`config.mk`:
```
export PLATFORM = sky130hd
export DESIGN_NAME = coalescing_free_block_list_top
export DESIGN_NICKNAME = d
export VERILOG_FILES = /design/src/rtl/cfbl_pkg.sv /design/src/rtl/coalescing_free_block_list_top.sv /design/src/rtl/cfbl_mem.sv /design/src/rtl/cfbl_alu.sv
export SDC_FILE = /design/constraint.sdc
export NUM_CORES = 2
export LEC_CHECK = 0
export BUFFER_PORTS_ARGS = -buffer_cell sky130_fd_sc_hd__buf_4
export CAP_MARGIN = 20
export CORE_MARGIN = 1.5
export CORE_UTILIZATION = 60
export DETAILED_ROUTE_END_ITERATION = 8
export PLACE_DENSITY = 0.87
export SETUP_SLACK_MARGIN = 0.3
export SYNTH_ARGS = -nofsm -noshare
export SYNTH_HDL_FRONTEND = slang
export SYNTH_SLANG_ARGS = --single-unit
```
`constraint.sdc`:
```
create_clock -name clk -period 28.8 [get_ports clk]
set_input_delay 8.64 -clock clk [delete_from_list [all_inputs] [get_ports clk]]
set_output_delay 8.64 -clock clk [all_outputs]
set_load 0.01 [all_outputs]
```
`src/rtl/cfbl_pkg.sv`:
```
// ----------------------------------------------------------------------------
// cfbl_pkg
// Shared codes, widths and types of the coalescing free block list.
// ----------------------------------------------------------------------------
`default_nettype none

package cfbl_pkg;

  localparam int TABLE_ENTRIES_DEF = 32;
  localparam int ADDR_WIDTH_DEF    = 32;

  // fixed port widths
  localparam int CMD_W      = 2;
  localparam int STATUS_W   = 2;
  localparam int FIELD_W    = 32;
  localparam int SIZE_OUT_W = 33;
  localparam int TOTAL_W    = 6;

  localparam logic [CMD_W-1:0] CMD_INSERT  = 2'd0;
  localparam logic [CMD_W-1:0] CMD_RELEASE = 2'd1;
  localparam logic [CMD_W-1:0] CMD_LIST    = 2'd2;

  localparam logic [STATUS_W-1:0] ST_OK    = 2'd0;
  localparam logic [STATUS_W-1:0] ST_FULL  = 2'd1;
  localparam logic [STATUS_W-1:0] ST_ENTRY = 2'd2;
  localparam logic [STATUS_W-1:0] ST_EMPTY = 2'd3;

  // compare results of the shared unit
  typedef struct packed {
    logic cand_above;  // candidate start is above the base start
    logic adjoin;      // base block ends exactly at candidate start
  } cmp_flags_t;

endpackage

`default_nettype wire

```
`src/rtl/coalescing_free_block_list_top.sv`:
```
// ----------------------------------------------------------------------------
// coalescing_free_block_list_top
// Address-ordered free block table with insert, release-and-merge and list.
// ----------------------------------------------------------------------------
// A command word is taken when start is high and busy is low. An insert,
// release or list that does work then keeps busy high until its last result
// word has been issued. Results appear on result_strobe for one cycle each
// and cannot be held off. An insert moves every entry above the new address
// up one slot, walking down from the top entry. A release that leaves m >= 2
// entries held after placing the block adds a merge pass over them; with a
// single entry held there is no pass. A list of n held entries issues n
// result words, one per cycle. A full-table drop, an empty list and an unused
// command leave busy low and answer in the cycle after the command is taken.
// The table memory gives one read and one write per cycle. Reset clears the
// state, the entry count and result_strobe; table contents need no clearing.
`default_nettype none

module coalescing_free_block_list_top #(
  parameter int TABLE_ENTRIES = cfbl_pkg::TABLE_ENTRIES_DEF,
  parameter int ADDR_WIDTH    = cfbl_pkg::ADDR_WIDTH_DEF
) (
  input  wire logic                               clk,
  input  wire logic                               rst,
  input  wire logic                               start,
  output logic                                    busy,
  input  wire logic [cfbl_pkg::CMD_W-1:0]         command,
  input  wire logic [cfbl_pkg::FIELD_W-1:0]       block_addr,
  input  wire logic [cfbl_pkg::FIELD_W-1:0]       block_size,
  output logic                                    result_strobe,
  output logic      [cfbl_pkg::STATUS_W-1:0]      status,
  output logic      [cfbl_pkg::FIELD_W-1:0]       entry_addr,
  output logic      [cfbl_pkg::SIZE_OUT_W-1:0]    entry_size,
  output logic      [cfbl_pkg::TOTAL_W-1:0]       entry_total,
  output logic                                    last
);

  localparam int AIW = $clog2(TABLE_ENTRIES);
  localparam int CW  = $clog2(TABLE_ENTRIES + 1);
  localparam int EW  = 2 * ADDR_WIDTH + 1;
  localparam int FW  = cfbl_pkg::FIELD_W;
  localparam int SW  = cfbl_pkg::SIZE_OUT_W;
  localparam int TW  = cfbl_pkg::TOTAL_W;

  typedef enum logic [6:0] {
    S_IDLE      = 7'b0000001,
    S_INS_SHIFT = 7'b0000010,
    S_CO_PRIME  = 7'b0000100,
    S_CO_LOAD   = 7'b0001000,
    S_CO_RUN    = 7'b0010000,
    S_CO_FLUSH  = 7'b0100000,
    S_LIST_RUN  = 7'b1000000
  } state_t;

  state_t                  state, state_next;
  logic [CW-1:0]           count, count_next;
  logic [CW-1:0]           idx, idx_next;
  logic [CW-1:0]           rpos, rpos_next;
  logic [CW-1:0]           wpos, wpos_next;
  logic [cfbl_pkg::CMD_W-1:0] cmd;
  logic [ADDR_WIDTH-1:0]   op_addr;
  logic [ADDR_WIDTH:0]     op_size;
  logic [ADDR_WIDTH-1:0]   acc_start, acc_start_next;
  logic [ADDR_WIDTH:0]     acc_len, acc_len_next;

  logic                    accept;
  logic [ADDR_WIDTH+FW-1:0] addr_ext;
  logic [ADDR_WIDTH+FW-1:0] size_ext;

  // memory ports
  logic                    wr_en;
  logic [CW-1:0]           wr_pos;
  logic [EW-1:0]           wr_data;
  logic [CW-1:0]           rd_pos;
  logic [EW-1:0]           rd_data;
  logic [ADDR_WIDTH-1:0]   rd_start;
  logic [ADDR_WIDTH:0]     rd_len;

  // shared unit
  logic [ADDR_WIDTH-1:0]   alu_base;
  cfbl_pkg::cmp_flags_t    flags;
  logic [ADDR_WIDTH:0]     merged_len;

  // result word before its register
  logic                    emit_en;
  logic [cfbl_pkg::STATUS_W-1:0] emit_status;
  logic [ADDR_WIDTH-1:0]   emit_addr;
  logic [ADDR_WIDTH:0]     emit_size;
  logic [CW-1:0]           emit_total;
  logic                    emit_last;

  logic [ADDR_WIDTH+FW-1:0]  out_addr_ext;
  logic [ADDR_WIDTH+SW:0]    out_size_ext;
  logic [CW+TW-1:0]          out_total_ext;

  assign busy   = (state != S_IDLE);
  assign accept = start && !busy;

  assign addr_ext = {{ADDR_WIDTH{1'b0}}, block_addr};
  assign size_ext = {{ADDR_WIDTH{1'b0}}, block_size};

  assign rd_start = rd_data[EW-1 -: ADDR_WIDTH];
  assign rd_len   = rd_data[ADDR_WIDTH:0];

  assign alu_base = (state == S_INS_SHIFT) ? op_addr : acc_start;

  cfbl_mem #(
    .DEPTH (TABLE_ENTRIES),
    .WIDTH (EW)
  ) u_mem (
    .clk     (clk),
    .wr_en   (wr_en),
    .wr_addr (wr_pos[AIW-1:0]),
    .wr_data (wr_data),
    .rd_addr (rd_pos[AIW-1:0]),
    .rd_data (rd_data)
  );

  cfbl_alu #(
    .ADDR_WIDTH (ADDR_WIDTH)
  ) u_alu (
    .base_start (alu_base),
    .base_len   (acc_len),
    .cand_start (rd_start),
    .cand_len   (rd_len),
    .flags      (flags),
    .merged_len (merged_len)
  );

  always_comb begin
    state_next     = state;
    count_next     = count;
    idx_next       = idx;
    rpos_next      = rpos;
    wpos_next      = wpos;
    acc_start_next = acc_start;
    acc_len_next   = acc_len;
    wr_en          = 1'b0;
    wr_pos         = idx;
    wr_data        = {op_addr, op_size};
    rd_pos         = '0;
    emit_en        = 1'b0;
    emit_status    = cfbl_pkg::ST_OK;
    emit_addr      = '0;
    emit_size      = '0;
    emit_total     = count;
    emit_last      = 1'b1;

    case (state)
      S_IDLE: begin
        // insert walks down from the top entry, list walks up from zero
        rd_pos = (command == cfbl_pkg::CMD_LIST) ? '0 : count - CW'(1);
        if (accept) begin
          case (command)
            cfbl_pkg::CMD_INSERT, cfbl_pkg::CMD_RELEASE: begin
              if (count == CW'(TABLE_ENTRIES)) begin
                emit_en     = 1'b1;
                emit_status = cfbl_pkg::ST_FULL;
              end else begin
                idx_next   = count;
                state_next = S_INS_SHIFT;
              end
            end
            cfbl_pkg::CMD_LIST: begin
              if (count == '0) begin
                emit_en     = 1'b1;
                emit_status = cfbl_pkg::ST_EMPTY;
              end else begin
                idx_next   = '0;
                state_next = S_LIST_RUN;
              end
            end
            default: begin
              emit_en = 1'b1;
            end
          endcase
        end
      end

      S_INS_SHIFT: begin
        rd_pos = idx - CW'(2);
        wr_en  = 1'b1;
        wr_pos = idx;
        if (idx != '0 && flags.cand_above) begin
          // entry below moves up one slot; equal addresses stop the walk
          wr_data  = rd_data;
          idx_next = idx - CW'(1);
        end else begin
          count_next = count + CW'(1);
          if (cmd == cfbl_pkg::CMD_RELEASE && count != '0) begin
            state_next = S_CO_PRIME;
          end else begin
            emit_en    = 1'b1;
            emit_total = count + CW'(1);
            state_next = S_IDLE;
          end
        end
      end

      S_CO_PRIME: begin
        rd_pos     = '0;
        state_next = S_CO_LOAD;
      end

      S_CO_LOAD: begin
        rd_pos         = CW'(1);
        acc_start_next = rd_start;
        acc_len_next   = rd_len;
        rpos_next      = CW'(1);
        wpos_next      = '0;
        state_next     = S_CO_RUN;
      end

      S_CO_RUN: begin
        // compaction: writes trail the reads, so no read sees a moved entry
        rd_pos = rpos + CW'(1);
        if (flags.adjoin) begin
          acc_len_next = merged_len;
        end else begin
          wr_en          = 1'b1;
          wr_pos         = wpos;
          wr_data        = {acc_start, acc_len};
          wpos_next      = wpos + CW'(1);
          acc_start_next = rd_start;
          acc_len_next   = rd_len;
        end
        rpos_next = rpos + CW'(1);
        if (rpos == count - CW'(1)) begin
          state_next = S_CO_FLUSH;
        end
      end

      S_CO_FLUSH: begin
        wr_en      = 1'b1;
        wr_pos     = wpos;
        wr_data    = {acc_start, acc_len};
        count_next = wpos + CW'(1);
        emit_en    = 1'b1;
        emit_total = wpos + CW'(1);
        state_next = S_IDLE;
      end

      S_LIST_RUN: begin
        rd_pos      = idx + CW'(1);
        idx_next    = idx + CW'(1);
        emit_en     = 1'b1;
        emit_status = cfbl_pkg::ST_ENTRY;
        emit_addr   = rd_start;
        emit_size   = rd_len;
        emit_last   = (idx == count - CW'(1));
        if (emit_last) begin
          state_next = S_IDLE;
        end
      end

      default: begin
        state_next = S_IDLE;
      end
    endcase
  end

  always_ff @(posedge clk) begin
    if (rst) begin
      state         <= S_IDLE;
      count         <= '0;
      result_strobe <= 1'b0;
    end else begin
      state         <= state_next;
      count         <= count_next;
      result_strobe <= emit_en;
    end
  end

  always_ff @(posedge clk) begin
    idx       <= idx_next;
    rpos      <= rpos_next;
    wpos      <= wpos_next;
    acc_start <= acc_start_next;
    acc_len   <= acc_len_next;
    if (accept) begin
      cmd     <= command;
      op_addr <= addr_ext[ADDR_WIDTH-1:0];
      op_size <= {1'b0, size_ext[ADDR_WIDTH-1:0]};
    end
  end

  assign out_addr_ext  = {{FW{1'b0}}, emit_addr};
  assign out_size_ext  = {{SW{1'b0}}, emit_size};
  assign out_total_ext = {{TW{1'b0}}, emit_total};

  always_ff @(posedge clk) begin
    if (emit_en) begin
      status      <= emit_status;
      entry_addr  <= out_addr_ext[FW-1:0];
      entry_size  <= out_size_ext[SW-1:0];
      entry_total <= out_total_ext[TW-1:0];
      last        <= emit_last;
    end
  end

endmodule

`default_nettype wire

```
`src/rtl/cfbl_mem.sv`:
```
// ----------------------------------------------------------------------------
// cfbl_mem
// Block table storage: one write port, one read port with registered data.
// ----------------------------------------------------------------------------
`default_nettype none

module cfbl_mem #(
  parameter int DEPTH = cfbl_pkg::TABLE_ENTRIES_DEF,
  parameter int WIDTH = 2 * cfbl_pkg::ADDR_WIDTH_DEF + 1
) (
  input  wire logic                     clk,
  input  wire logic                     wr_en,
  input  wire logic [$clog2(DEPTH)-1:0] wr_addr,
  input  wire logic [WIDTH-1:0]         wr_data,
  input  wire logic [$clog2(DEPTH)-1:0] rd_addr,
  output logic      [WIDTH-1:0]         rd_data
);

  logic [WIDTH-1:0] mem [DEPTH];

  always_ff @(posedge clk) begin
    if (wr_en) begin
      mem[wr_addr] <= wr_data;
    end
  end

  always_ff @(posedge clk) begin
    rd_data <= mem[rd_addr];
  end

endmodule

`default_nettype wire

```
`src/rtl/cfbl_alu.sv`:
```
// ----------------------------------------------------------------------------
// cfbl_alu
// Shared compare and add unit: address order, adjacency and merged size.
// ----------------------------------------------------------------------------
`default_nettype none

module cfbl_alu #(
  parameter int ADDR_WIDTH = cfbl_pkg::ADDR_WIDTH_DEF
) (
  input  wire logic [ADDR_WIDTH-1:0] base_start,
  input  wire logic [ADDR_WIDTH:0]   base_len,
  input  wire logic [ADDR_WIDTH-1:0] cand_start,
  input  wire logic [ADDR_WIDTH:0]   cand_len,
  output cfbl_pkg::cmp_flags_t       flags,
  output logic      [ADDR_WIDTH:0]   merged_len
);

  logic [ADDR_WIDTH+1:0] end_sum;

  // end is one bit wider than the size, so it never wraps
  assign end_sum          = {2'b00, base_start} + {1'b0, base_len};
  assign flags.adjoin     = (end_sum == {2'b00, cand_start});
  assign flags.cand_above = (cand_start > base_start);
  assign merged_len       = base_len + cand_len;

endmodule

`default_nettype wire

```
==> results.txt <==
Post-Route WL: 271,800 um
Fin crit share: 48.39%
# clock sinks: 2,382
First drt pass iteration count: 8
Commonest non-fill, non-tap cells in the layout: 2,303 x edfxtp_1, 1,960 x mux2i_1, 252 x buf_4
Die width: 414.8 um
Most frequent CP cell: buf_4
Die height: 414.8 um
ANT nets after route: 0
CTS buffer count: 218
Total GRT Usage: 30.94%
Initial Util: 60.63%
WL/cell: 31.52 um
Row count: 150
Synth Area per Inst: 16.83 um^2
HPWL after DPL: 147,800 um
Commonest non-fill, non-tap cell in the layout: edfxtp_1
Largest net degree at the start of global routing: 149
Crit-path max FO: 57
Initial antenna violation count: 2
Vias: 57,470
Hold Path Class: reg2reg
Placer Congestion: 0.9699
Synth cell types: 84
Core box area: 0.1678 mm^2
Fillers: 10,350
Pleak: 0.04210 uW
DRC viols: 0
F_max: 0.07176 GHz
Buf/Inv on CP: 5
Resize count post-CTS: 0
Worst skew pair latency: 0.88 ns
Crit path cell chain: buf_4 -> nand2b_1 -> nand2_1 -> o221ai_1 -> or2_4 -> buf_4 -> buf_4 -> buf_4 -> buf_4 -> mux2i_1 -> mux2i_1 -> mux2i_1 -> mux2i_1 -> mux2_2
H-tree depth: 4
DRT iter0 DRCs: 8,256
Worst Path Required: 29.54 ns
Largest delay share family, worst path: buffers and inverters
Vias in the first global route: 57,200
CP Capture Type: flop
CTS tree: yes
Layout Utilization: 67.33%
Post-route setup TNS: 0 ns
Buffers added on ports: 144
VDD IR max: 0.09211 mV
Pwr dens: 88.39 mW/mm^2
Arrival @ worst endpoint: 14.68 ns
Hold Buf Count CTS: 0
Normalized max-slew margin: 12.51%
Hold Vio Cnt, Final: 0
Post-synth design cell area: 0.1017 mm^2
Area of the die: 0.1720 mm^2
Via/cell ratio: 6.663
Crit path kind: in2reg
Grt total ovfl: 0
Postcts setup bufs: 0
Area growth syn-to-layout: 11.04%
Setup violators final: 0
Share of flip-flops with an asynchronous set or reset: 0%
Max cap viols: 0
Post-synth EDFFs: 2,303
Final min period: 13.94 ns
Nets: 6,399
Setup crit start kind: primary input
Yosys warns: 0
Syn_nets: 6,223
CP max stage cell: buf_4
Register area share after synthesis: 69.53%
Status: completed
RSZ-0062 raised after global routing: false
Layout cell share with drive strength beyond 1: 11.96%
Slew Viols, Final: 0
Yosys reg bits: 2,382
Tot Pwr: 9985 uW
Clock Path Buffers: 3
Max Clock Skew: 0.03370 ns
Fin Hold WS: 0.4887 ns
Clk slew on worst S/H paths: 0.07 ns
First-pass GRT wire length: 387,300 um
Gate Count Post-Synth: 6,045
Clk Tree Root Cell: clkbuf_16
Boundary pin count: 145
Crit path largest cell delay: 0.90 ns
Main synth FF type: edfxtp_1
Worst slew pin tran: 1.312 ns
==> report_power, final <==
group	leakage [uW]	total [uW]	switching, uW	internal [uW]
Combinational	0.0172	2820	1630	1200
Sequential	0.0214	4240	170	4070
Clock	0.00355	2920	1280	1640
Total	0.0421	9980	3080	6900
==> path summary, 6_finish.rpt <==
path / slack [ns] / to / depth (start not counted) / startpoint
worst max-delay path: 14.86 / u_mem.rd_data[47]$_DFF_P_ / 14 / command[0]
worst max register to register: 19.86 / u_mem.mem[5][31]$_DFFE_PP_ / 22 / state[2]$_SDFFE_PP0P_
worst min register to register: 0.49 / acc_start[0]$_DFFE_PP_ / 0 / u_mem.rd_data[33]$_DFF_P_
worst min-delay path: 0.49 / acc_start[0]$_DFFE_PP_ / 0 / u_mem.rd_data[33]$_DFF_P_
==> kinds of logic (layout without fill, tap and decap cells) <==
group / after synthesis / in the layout / share of synthesized area, %
other: 0 / 5 / 0
xor gates and xnor gates: 104 / 104 / 0.8954
DFF: 2382 / 2382 / 69.53
adders and majority gates: 109 / 109 / 1.355
and+or+nand+nor: 617 / 617 / 3.149
buffers and inverters: 378 / 748 / 1.813
AOI/OAI and AO/OA: 400 / 400 / 2.917
muxes: 2055 / 2055 / 20.34
==> state kept, by name (all words and copies together) (netlist names), 7 cells and up <==
| register | count |
|---|---|
| u_mem.mem | 2080 |
| acc_len | 33 |
| entry_addr | 32 |
| entry_size | 33 |
| op_addr | 32 |
| u_mem.rd_data | 65 |
| acc_start | 32 |
| op_size | 32 |
| state | 7 |
==> metrics by stage <==
stage	worst slack, ns	instances	cell area (um^2)
2_1_floorplan	17.62	6045	101700
3_3_place_gp	14.43	8195	105400
3_5_place_dp	14.18	8195	105400
4_1_cts	15.02	8609	112700
5_1_grt	14.68	8619	113000
6_report	14.86	8624	113000
==> Yosys cell counts, types with 7 or more instances <==
master | n | area share (%)
edfxtp_1 | 2303 | 68
mux2i_1 | 1960 | 19
nand2_1 | 178 | 0.66
buf_2 | 142 | 0.70
and2_1 | 134 | 0.82
ha_1 | 107 | 1.3
nor2_1 | 99 | 0.37
mux2_2 | 94 | 1.0
clkbuf_1 | 89 | 0.33
a21oi_1 | 79 | 0.39
dfxtp_1 | 79 | 1.6
xnor2_1 | 69 | 0.59
inv_1 | 68 | 0.25
a221o_1 | 67 | 0.66
buf_4 | 54 | 0.40
nor3_1 | 38 | 0.19
o21ai_0 | 37 | 0.18
xor2_1 | 35 | 0.30
a21o_1 | 34 | 0.25
nand4_1 | 29 | 0.18
nand3_1 | 28 | 0.14
o211ai_1 | 20 | 0.15
o22ai_1 | 20 | 0.12
buf_1 | 19 | 0.070
o21a_1 | 19 | 0.14
a31oi_1 | 15 | 0.092
nand2b_1 | 15 | 0.092
nor2b_1 | 14 | 0.086
or3_1 | 12 | 0.074
and3_1 | 11 | 0.068
a211oi_1 | 10 | 0.074
o32ai_1 | 10 | 0.086
a32o_1 | 9 | 0.089
nand3b_1 | 9 | 0.066
o21bai_1 | 8 | 0.059
nor4_1 | 7 | 0.043
o31ai_1 | 7 | 0.052
==> layout make-up <==
type	count	area, um^2	share of cell area [%]
antenna	5	12.51	0.01108
clock buffer	285	6003	5.314
clock inverter	129	1239	1.097
inverter	68	256.5	0.2271
multi-input combinational	3285	29710	26.30
sequential	2382	70740	62.62
tap	2204	2758	2.441
timing repair buffer	266	2247	1.989
==> metal layers <==
layer	global-route usage, %	up-vias	routed length (um)
met5	0	-	0
met4	19.17	0	18850
met3	6.197	838	28640
met2	49.59	3864	128700
met1	38.97	28800	95620
li1	-	23960	-
No activity file was read; power rests on OpenSTA's default activity.
